## src/hdl/bbc_pkg.sv

```systemverilog
`timescale 1ns / 1ps
// ----------------------------------------------------------------------------
// bbc_pkg
// Shared types and codes for the block buffer cache controller.
// ----------------------------------------------------------------------------
package bbc_pkg;

  localparam int LINK_W = 6;

  typedef enum logic [2:0] {
    OP_GET     = 3'd0,
    OP_READ    = 3'd1,
    OP_RELEASE = 3'd2,
    OP_WRNOW   = 3'd3,
    OP_DELWR   = 3'd4,
    OP_FLUSH   = 3'd5
  } op_t;

  typedef enum logic [2:0] {
    KIND_DWRITE = 3'd0,
    KIND_DREAD  = 3'd1,
    KIND_GIVEN  = 3'd2,
    KIND_DONE   = 3'd3,
    KIND_NOFREE = 3'd4
  } kind_t;

  // request into the free list
  typedef struct packed {
    logic              vld;
    logic              rel;   // 1 append at tail, 0 unlink
    logic [LINK_W-1:0] idx;
  } lst_req_t;

  // free list status
  typedef struct packed {
    logic              rdy;
    logic              empty;
    logic [LINK_W-1:0] head;
  } lst_stat_t;

endpackage

```

## src/hdl/bbc_list.sv

```systemverilog
`timescale 1ns / 1ps
// ----------------------------------------------------------------------------
// bbc_list
// Doubly linked free list in two link memories; head and tail in registers.
// ----------------------------------------------------------------------------
module bbc_list
  import bbc_pkg::*;
#(
  parameter int NUM_BUFFERS = 16
) (
  input  logic      clk,
  input  logic      rst_n,
  input  lst_req_t  req,
  output lst_stat_t stat
);

  localparam int LW = $clog2(NUM_BUFFERS + 1);
  localparam int BW = (NUM_BUFFERS > 1) ? $clog2(NUM_BUFFERS) : 1;
  localparam logic [LW-1:0] SENT = LW'(NUM_BUFFERS);

  typedef enum logic [1:0] {L_INIT, L_IDLE, L_UNL} lst_state_t;

  lst_state_t    state_r, state_nxt;
  logic [LW-1:0] head_r, head_nxt, tail_r, tail_nxt;
  logic [LW-1:0] init_r, init_nxt;
  logic [LW-1:0] x_r, x_nxt;

  logic [LW-1:0] next_mem [NUM_BUFFERS];
  logic [LW-1:0] prev_mem [NUM_BUFFERS];
  logic [LW-1:0] nq, pq;
  logic [BW-1:0] rd_addr;
  logic          nwe, pwe;
  logic [BW-1:0] nwa, pwa;
  logic [LW-1:0] nwd, pwd;
  logic [LW-1:0] un_n, un_p;
  logic [LW-1:0] rq_idx;

  assign rq_idx  = LW'(req.idx);
  assign rd_addr = BW'(rq_idx);
  // tail has no successor and head no predecessor in memory
  assign un_n = (x_r == tail_r) ? SENT : nq;
  assign un_p = (x_r == head_r) ? SENT : pq;

  always_comb begin
    state_nxt = state_r;
    head_nxt  = head_r;
    tail_nxt  = tail_r;
    init_nxt  = init_r;
    x_nxt     = x_r;
    nwe = 1'b0; nwa = '0; nwd = '0;
    pwe = 1'b0; pwa = '0; pwd = '0;
    unique case (state_r)
      L_INIT: begin
        nwe = 1'b1; nwa = BW'(init_r); nwd = init_r + 1'b1;
        pwe = 1'b1; pwa = BW'(init_r); pwd = (init_r == '0) ? SENT : init_r - 1'b1;
        init_nxt = init_r + 1'b1;
        if (init_r == SENT - 1'b1) state_nxt = L_IDLE;
      end
      L_IDLE: begin
        if (req.vld && req.rel) begin
          if (tail_r == SENT) begin
            head_nxt = rq_idx;
          end else begin
            nwe = 1'b1; nwa = BW'(tail_r); nwd = rq_idx;
          end
          pwe = 1'b1; pwa = BW'(rq_idx); pwd = tail_r;
          tail_nxt = rq_idx;
        end else if (req.vld) begin
          x_nxt     = rq_idx;
          state_nxt = L_UNL;
        end
      end
      L_UNL: begin
        x_nxt = x_r;
        if (un_p == SENT) head_nxt = un_n;
        else begin
          nwe = 1'b1; nwa = BW'(un_p); nwd = un_n;
        end
        if (un_n == SENT) tail_nxt = un_p;
        else begin
          pwe = 1'b1; pwa = BW'(un_n); pwd = un_p;
        end
        state_nxt = L_IDLE;
      end
      default: state_nxt = L_IDLE;
    endcase
  end

  always_ff @(posedge clk) begin
    if (!rst_n) begin
      state_r <= L_INIT;
      head_r  <= '0;
      tail_r  <= SENT - 1'b1;
      init_r  <= '0;
      x_r     <= '0;
    end else begin
      state_r <= state_nxt;
      head_r  <= head_nxt;
      tail_r  <= tail_nxt;
      init_r  <= init_nxt;
      x_r     <= x_nxt;
    end
  end

  always_ff @(posedge clk) begin
    if (nwe) next_mem[nwa] <= nwd;
    if (pwe) prev_mem[pwa] <= pwd;
    nq <= next_mem[rd_addr];
    pq <= prev_mem[rd_addr];
  end

  assign stat.rdy   = (state_r == L_IDLE);
  assign stat.empty = (head_r == SENT);
  assign stat.head  = LINK_W'(head_r);

endmodule

```

## src/hdl/block_buffer_cache_lru_top.sv

```systemverilog
`timescale 1ns / 1ps
// ----------------------------------------------------------------------------
// block_buffer_cache_lru_top
// Buffer cache controller: tag memory, marks, least-recently-released list.
// ----------------------------------------------------------------------------
// Get/read: tag search reads the tag memory in ST_SCAN_RD and compares in
//   ST_SCAN_CMP for each buffer in turn; results come one per cycle, registered.
// Release/write now/delayed write: ST_BUF_RD then ST_BUF_OUT. Flush walks
//   every buffer and writes back each dirty one. Results cannot be stalled.
// After reset busy stays high while the list is chained.
module block_buffer_cache_lru_top
  import bbc_pkg::*;
#(
  parameter int NUM_BUFFERS = 16,
  parameter int BLOCK_BITS  = 24
) (
  input  logic        clk,
  input  logic        rst_n,
  input  logic        start,
  output logic        busy,
  input  logic [2:0]  in_opcode,
  input  logic [23:0] in_block_number,
  input  logic [3:0]  in_buffer_index,
  output logic        strobe,
  output logic [2:0]  out_kind,
  output logic [3:0]  out_buffer_index_out,
  output logic [23:0] out_disk_block,
  output logic        out_hit,
  output logic        out_last
);

  localparam int LW = $clog2(NUM_BUFFERS + 1);
  localparam int BW = (NUM_BUFFERS > 1) ? $clog2(NUM_BUFFERS) : 1;

  typedef enum logic [3:0] {
    ST_IDLE, ST_SCAN_RD, ST_SCAN_CMP, ST_MISS, ST_LWAIT, ST_RETAG,
    ST_GIVE, ST_GIVE2, ST_BUF_RD, ST_BUF_OUT, ST_FLUSH, ST_FLUSH_OUT
  } st_t;

  st_t                   state_r, state_nxt;
  logic [2:0]            op_r, op_nxt;
  logic [BLOCK_BITS-1:0] blk_r, blk_nxt;
  logic [BW-1:0]         bi_r, bi_nxt;
  logic [BW-1:0]         scan_r, scan_nxt;
  logic [BW-1:0]         x_r, x_nxt;
  logic                  hit_r, hit_nxt;
  logic                  miss_r, miss_nxt;
  logic                  wsent_r, wsent_nxt;
  logic [LW-1:0]         fl_r, fl_nxt;
  logic [NUM_BUFFERS-1:0] valid_r, valid_nxt, dirty_r, dirty_nxt;
  logic [NUM_BUFFERS-1:0] done_r, done_nxt, bsy_r, bsy_nxt;

  logic        strobe_r, strobe_nxt, hit_o_r, hit_o_nxt, last_r, last_nxt;
  logic [2:0]  kind_r, kind_nxt;
  logic [3:0]  bo_r, bo_nxt;
  logic [23:0] db_r, db_nxt;

  logic [BLOCK_BITS-1:0] tag_mem [NUM_BUFFERS];
  logic [BLOCK_BITS-1:0] tag_q;
  logic [BW-1:0]         tag_ra;
  logic                  tag_we;

  lst_req_t  lreq;
  lst_stat_t lstat;
  logic [BW-1:0] head_idx, fl_idx;
  logic          bi_ok;
  logic [23:0]   x_tag24, bi_tag24, fl_tag24, blk24;

  bbc_list #(.NUM_BUFFERS(NUM_BUFFERS)) u_list (
    .clk  (clk),
    .rst_n(rst_n),
    .req  (lreq),
    .stat (lstat)
  );

  assign head_idx = BW'(lstat.head);
  assign fl_idx   = BW'(fl_r);
  assign bi_ok    = ({3'b000, in_buffer_index} < 7'(NUM_BUFFERS));
  assign blk24    = 24'(blk_r);
  // never written tags read as zero
  assign x_tag24  = valid_r[x_r]    ? 24'(tag_q) : 24'd0;
  assign bi_tag24 = valid_r[bi_r]   ? 24'(tag_q) : 24'd0;
  assign fl_tag24 = valid_r[fl_idx] ? 24'(tag_q) : 24'd0;

  always_comb begin
    unique case (state_r)
      ST_SCAN_RD, ST_SCAN_CMP: tag_ra = scan_r;
      ST_MISS:                 tag_ra = head_idx;
      ST_BUF_RD, ST_BUF_OUT:   tag_ra = bi_r;
      ST_FLUSH, ST_FLUSH_OUT:  tag_ra = fl_idx;
      default:                 tag_ra = x_r;
    endcase
  end

  always_comb begin
    state_nxt = state_r;
    op_nxt = op_r; blk_nxt = blk_r; bi_nxt = bi_r; scan_nxt = scan_r;
    x_nxt = x_r; hit_nxt = hit_r; miss_nxt = miss_r; wsent_nxt = wsent_r;
    fl_nxt = fl_r;
    valid_nxt = valid_r; dirty_nxt = dirty_r; done_nxt = done_r; bsy_nxt = bsy_r;
    strobe_nxt = 1'b0; kind_nxt = kind_r; bo_nxt = bo_r; db_nxt = db_r;
    hit_o_nxt = 1'b0; last_nxt = 1'b0;
    tag_we = 1'b0;
    lreq = '0;
    unique case (state_r)
      ST_IDLE: begin
        if (start && !busy) begin
          op_nxt  = in_opcode;
          blk_nxt = BLOCK_BITS'(in_block_number);
          bi_nxt  = BW'(in_buffer_index);
          wsent_nxt = 1'b0;
          priority if (in_opcode == OP_GET || in_opcode == OP_READ) begin
            scan_nxt  = '0;
            state_nxt = ST_SCAN_RD;
          end else if (in_opcode == OP_RELEASE || in_opcode == OP_WRNOW ||
                       in_opcode == OP_DELWR) begin
            if (!bi_ok) begin
              strobe_nxt = 1'b1; kind_nxt = KIND_DONE; bo_nxt = in_buffer_index;
              db_nxt = '0; last_nxt = 1'b1;
            end else begin
              state_nxt = ST_BUF_RD;
            end
          end else if (in_opcode == OP_FLUSH) begin
            fl_nxt    = '0;
            state_nxt = ST_FLUSH;
          end else begin
            strobe_nxt = 1'b1; kind_nxt = KIND_DONE; bo_nxt = '0;
            db_nxt = '0; last_nxt = 1'b1;
          end
        end
      end
      ST_SCAN_RD: state_nxt = ST_SCAN_CMP;
      ST_SCAN_CMP: begin
        if (valid_r[scan_r] && tag_q == blk_r) begin
          x_nxt = scan_r; hit_nxt = 1'b1; miss_nxt = 1'b0;
          if (!bsy_r[scan_r]) begin
            lreq.vld = 1'b1; lreq.rel = 1'b0; lreq.idx = LINK_W'(scan_r);
            bsy_nxt[scan_r] = 1'b1;
            state_nxt = ST_LWAIT;
          end else begin
            state_nxt = ST_GIVE;
          end
        end else if (scan_r == BW'(NUM_BUFFERS - 1)) begin
          state_nxt = ST_MISS;
        end else begin
          scan_nxt  = scan_r + 1'b1;
          state_nxt = ST_SCAN_RD;
        end
      end
      ST_MISS: begin
        if (lstat.empty) begin
          strobe_nxt = 1'b1; kind_nxt = KIND_NOFREE; bo_nxt = '0;
          db_nxt = blk24; last_nxt = 1'b1;
          state_nxt = ST_IDLE;
        end else begin
          // tag read of the victim issues here
          x_nxt = head_idx; hit_nxt = 1'b0; miss_nxt = 1'b1;
          lreq.vld = 1'b1; lreq.rel = 1'b0; lreq.idx = lstat.head;
          bsy_nxt[head_idx] = 1'b1;
          state_nxt = ST_LWAIT;
        end
      end
      ST_LWAIT: begin
        if (lstat.rdy) state_nxt = miss_r ? ST_RETAG : ST_GIVE;
      end
      ST_RETAG: begin
        if (dirty_r[x_r]) begin
          strobe_nxt = 1'b1; kind_nxt = KIND_DWRITE; bo_nxt = 4'(x_r);
          db_nxt = x_tag24;
        end
        dirty_nxt[x_r] = 1'b0;
        done_nxt[x_r]  = 1'b0;
        valid_nxt[x_r] = 1'b1;
        tag_we = 1'b1;
        state_nxt = ST_GIVE;
      end
      ST_GIVE: begin
        if (op_r == OP_READ && !done_r[x_r] && !dirty_r[x_r]) begin
          done_nxt[x_r] = 1'b1;
          strobe_nxt = 1'b1; kind_nxt = KIND_DREAD; bo_nxt = 4'(x_r); db_nxt = blk24;
          state_nxt = ST_GIVE2;
        end else begin
          strobe_nxt = 1'b1; kind_nxt = KIND_GIVEN; bo_nxt = 4'(x_r); db_nxt = blk24;
          hit_o_nxt = hit_r; last_nxt = 1'b1;
          state_nxt = ST_IDLE;
        end
      end
      ST_GIVE2: begin
        strobe_nxt = 1'b1; kind_nxt = KIND_GIVEN; bo_nxt = 4'(x_r); db_nxt = blk24;
        hit_o_nxt = hit_r; last_nxt = 1'b1;
        state_nxt = ST_IDLE;
      end
      ST_BUF_RD: begin
        if (op_r == OP_WRNOW) begin
          dirty_nxt[bi_r] = 1'b0; done_nxt[bi_r] = 1'b1;
        end else if (op_r == OP_DELWR) begin
          dirty_nxt[bi_r] = 1'b1; done_nxt[bi_r] = 1'b1;
        end
        if (bsy_r[bi_r]) begin
          lreq.vld = 1'b1; lreq.rel = 1'b1; lreq.idx = LINK_W'(bi_r);
          bsy_nxt[bi_r] = 1'b0;
        end
        state_nxt = ST_BUF_OUT;
      end
      ST_BUF_OUT: begin
        if (op_r == OP_WRNOW && !wsent_r) begin
          strobe_nxt = 1'b1; kind_nxt = KIND_DWRITE; bo_nxt = 4'(bi_r);
          db_nxt = bi_tag24; wsent_nxt = 1'b1;
        end else begin
          strobe_nxt = 1'b1; kind_nxt = KIND_DONE; bo_nxt = 4'(bi_r);
          db_nxt = bi_tag24; last_nxt = 1'b1;
          state_nxt = ST_IDLE;
        end
      end
      ST_FLUSH: begin
        if (fl_r == LW'(NUM_BUFFERS)) begin
          strobe_nxt = 1'b1; kind_nxt = KIND_DONE; bo_nxt = '0;
          db_nxt = '0; last_nxt = 1'b1;
          state_nxt = ST_IDLE;
        end else if (dirty_r[fl_idx]) begin
          state_nxt = ST_FLUSH_OUT;
        end else begin
          fl_nxt = fl_r + 1'b1;
        end
      end
      ST_FLUSH_OUT: begin
        strobe_nxt = 1'b1; kind_nxt = KIND_DWRITE; bo_nxt = 4'(fl_idx);
        db_nxt = fl_tag24;
        dirty_nxt[fl_idx] = 1'b0;
        done_nxt[fl_idx]  = 1'b1;
        fl_nxt = fl_r + 1'b1;
        state_nxt = ST_FLUSH;
      end
      default: state_nxt = ST_IDLE;
    endcase
  end

  always_ff @(posedge clk) begin
    if (!rst_n) begin
      state_r  <= ST_IDLE;
      valid_r  <= '0;
      dirty_r  <= '0;
      done_r   <= '0;
      bsy_r    <= '0;
      strobe_r <= 1'b0;
    end else begin
      state_r  <= state_nxt;
      valid_r  <= valid_nxt;
      dirty_r  <= dirty_nxt;
      done_r   <= done_nxt;
      bsy_r    <= bsy_nxt;
      strobe_r <= strobe_nxt;
    end
    op_r    <= op_nxt;
    blk_r   <= blk_nxt;
    bi_r    <= bi_nxt;
    scan_r  <= scan_nxt;
    x_r     <= x_nxt;
    hit_r   <= hit_nxt;
    miss_r  <= miss_nxt;
    wsent_r <= wsent_nxt;
    fl_r    <= fl_nxt;
    kind_r  <= kind_nxt;
    bo_r    <= bo_nxt;
    db_r    <= db_nxt;
    hit_o_r <= hit_o_nxt;
    last_r  <= last_nxt;
  end

  always_ff @(posedge clk) begin
    if (tag_we) tag_mem[x_r] <= blk_r;
    tag_q <= tag_mem[tag_ra];
  end

  assign busy                 = (state_r != ST_IDLE) || !lstat.rdy;
  assign strobe               = strobe_r;
  assign out_kind             = kind_r;
  assign out_buffer_index_out = bo_r;
  assign out_disk_block       = db_r;
  assign out_hit              = hit_o_r;
  assign out_last             = last_r;

endmodule

```

## config.mk

```make
export PLATFORM = sky130hd
export DESIGN_NAME = block_buffer_cache_lru_top
export DESIGN_NICKNAME = d
export VERILOG_FILES = /design/src/hdl/bbc_pkg.sv /design/src/hdl/bbc_list.sv /design/src/hdl/block_buffer_cache_lru_top.sv
export SDC_FILE = /design/constraint.sdc
export NUM_CORES = 1
export LEC_CHECK = 0
export BUFFER_PORTS_ARGS = -buffer_cell sky130_fd_sc_hd__buf_2
export CORE_MARGIN = 5
export CORE_UTILIZATION = 30
export DETAILED_ROUTE_END_ITERATION = 16
export PLACE_DENSITY = 0.42
export RECOVER_POWER = 100
export SETUP_SLACK_MARGIN = 0.1
export SYNTH_ARGS = -nofsm -noshare
export SYNTH_HDL_FRONTEND = slang
export SYNTH_HIERARCHICAL = 1
export SYNTH_SLANG_ARGS = --single-unit
export TNS_END_PERCENT = 1
```

## constraint.sdc

```tcl
create_clock -name clk -period 5.5 [get_ports clk]
set_input_delay 0.55 -clock clk [delete_from_list [all_inputs] [get_ports clk]]
set_output_delay 0.55 -clock clk [all_outputs]
set_load 0.02 [all_outputs]
```

==> impl_metrics.csv <==
group,metric,value,unit
layout,antenna_cells,0,
global_routing,grt_pass1_wl,150000,µm
sta,period_share,94.4,%
routing,ant_nets,0,
die,fp-row-count,121,
clock_tree,clock_latency,0.66,ns
global_routing,grt_max_degree,175,
power_and_ir_drop,leakage,0.0122,µW
die,die_width,340,µm
routing,drc,0,
sta,worst_pin_slew,1.73,ns
synthesis,syn_avg_cell_area,13.7,µm²
global_routing,grt_use_met3,2.94,%
global_routing,top_usage_layer,"met2",
clock_tree,post_cts_resize_count,0,
global_routing,grt_pass1_vias,21300,
run,max-cap-violations,8,
clock_tree,h-tree-depth,3,
sta,clock_skew,0.0262,ns
routing,vias,21300,
worst_hold_path,worstHoldPathCells,1,
synthesis,synthCells,2378,
sta,setup_violations,0,
place,numPortBuffers,68,
die,initial_core_util,30.1,%
routing,firstDrtPassIters,6,
clock_tree,cts_buffers,86,
clock_tree,cts.sinks,749,
power_and_ir_drop,power_density,363,nW/µm²
clock_tree,postCtsHoldBufs,0,
clock_tree,cts_tree,"done",
synthesis,synth_area,32600,µm²
layout,final_core_util,34.6,%
place,dp_hpwl,64700,µm
setup_path,cp-start-kind,"flop",
global_routing,grt_antenna_before_repair,3,
routing,drt_iter0_drc,1783,
clock_tree,cts.path.max_buffers,3,
setup_path,crit_path_max_fanout,21,
routing,drt-total-wl,104000,µm
setup_path,cp_num_cells,5,
setup_path,crit_buf_inv,2,
clock_tree,clk_pin_slew,0.06,ns
sta,fmax,193,MHz
global_routing,grt.total_usage,17.5,%
die,die_h,340,µm
setup_path,arrival,5.46,ns
sta,fin_crit,5.19,ns
sta,slew_headroom,-15.4,%
sta,tns,0,ns
place,place.gp.congestion,0.850,
power_and_ir_drop,peakVddDrop,0.235,mV
setup_path,required,5.76,ns
global_routing,gr-total-overflow,0,
routing,drt-vias-per-instance,5.38,
sta,slew_viol_final,297,
setup_path,cp-end-kind,"flop",
outcome,violations,"capacitance limit, slew limit",
worst_hold_path,hold_path_class,"in2reg",
setup_path,crit_family,"simple AND/OR/NAND/NOR gates",
synthesis,yosys_warnings,6,
sta,rsz0062_at_grt,"false",
global_routing,grt_use_met1,23.7,%
global_routing,met2_usage,29.1,%
sta,whs,0.0716,ns
synthesis,synth_nets,2427,
layout,drive_above_1_share,13.9,%
die,core_area,108000,µm²
layout,syn_to_final_growth,14.8,%
clock_tree,cts_root_buffer,"clkbuf_16",
setup_path,rr_worst_depth,5,
outcome,run_status,"finished, violations left",
setup_path,crit_slowest_cell,"nor2_1",
layout,final_nets,2517,
routing,wire_per_inst,26.2,µm
clock_tree,post_cts_buffers,0,
setup_path,cpMostUsedCell,"nor2_1",
setup_path,crit_type,"reg2reg",
setup_path,worstPathCellList,"clkbuf_1, nor2_1, nand3_1, nor2_1, clkbuf_2",
sta,finalHoldViolCount,0,
die,dieArea,115000,µm²
die,io_pins,69,
setup_path,slowest_delay,1.56,ns
[per-layer routing]
metal / part of all wire [%] / wire length, µm
met2: 48 / 50000
met1: 44 / 45800
met4: 2.4 / 2500
met3: 5.1 / 5260
met5: 0.020 / 21
[flip-flops by register name, indices dropped and copies added (netlist names), 5 cells and up, named ones only]
| name | flops |
|---|---|
| u_list/nq | 5 |
| fl_r | 5 |
| bsy_r | 16 |
| u_list/tail_r | 5 |
| tag_mem | 384 |
| done_r | 16 |
| tag_q | 24 |
| blk24 | 24 |
| u_list/x_r | 5 |
| valid_r | 16 |
| u_list/head_r | 5 |
| u_list/next_mem | 80 |
| out_disk_block | 24 |
| u_list/pq | 5 |
| u_list/prev_mem | 80 |
| u_list/init_r | 5 |
[cells in the final DEF, fill, tap and decap left out, types with 26 or more instances in the layout]
cell	n
inv_1	26
nor3_1	34
buf_4	38
nor4_1	28
o21ai_0	75
a211oi_1	70
nand2_1	264
dfxtp_1	127
a31oi_1	62
and3_1	27
xnor2_1	42
nor2_1	106
nand3_1	60
mux2_2	27
mux2i_1	86
clkbuf_16	88
a21oi_1	71
and2_1	51
edfxtp_1	622
clkbuf_1	123
a22o_1	28
mux4_2	93
[cell type report]
| type | count | area [µm²] |
|---|---|---|
| Inverter | 27 | 101 |
| Clock buffer | 121 | 2400 |
| Tap cell | 1414 | 1770 |
| Multi-Input combinational cell | 1436 | 10600 |
| Sequential cell | 749 | 21200 |
| Fill cell | 10600 | 70900 |
| Clock inverter | 40 | 475 |
| Timing Repair Buffer | 168 | 866 |
[stage by stage]
stage / setup WS, ns / power (µW) / cell area (µm²) / std cells
detailed placement: 0.395 / 7990 / 34900 / 3794
floorplan: 1.31 / 7440 / 32600 / 2378
CTS: 0.395 / 13800 / 37800 / 3955
global placement: 0.516 / 8000 / 34900 / 3794
global route: 0.0645 / 14100 / 37500 / 3955
finish: 0.306 / 13600 / 37500 / 3955
[path summary, 6_finish.rpt]
path                           startpoint                         to  slack (ns)
setup / recovery  state_r[1]$_SDFFE_PN0P_  tag_mem[12][11]$_DFFE_PP_        0.31
hold / removal        in_block_number[20]        blk24[20]$_DFFE_PP_        0.07
hold reg to reg   done_r[13]$_SDFFE_PN0P_    done_r[13]$_SDFFE_PN0P_        0.47
setup reg to reg  state_r[1]$_SDFFE_PN0P_  tag_mem[12][11]$_DFFE_PP_        0.31
[where the power goes]
group	switching, µW	internal [µW]
sequential	166	6400
clock	2340	3440
combinational	842	423
No activity file was read; power rests on OpenSTA's default activity.
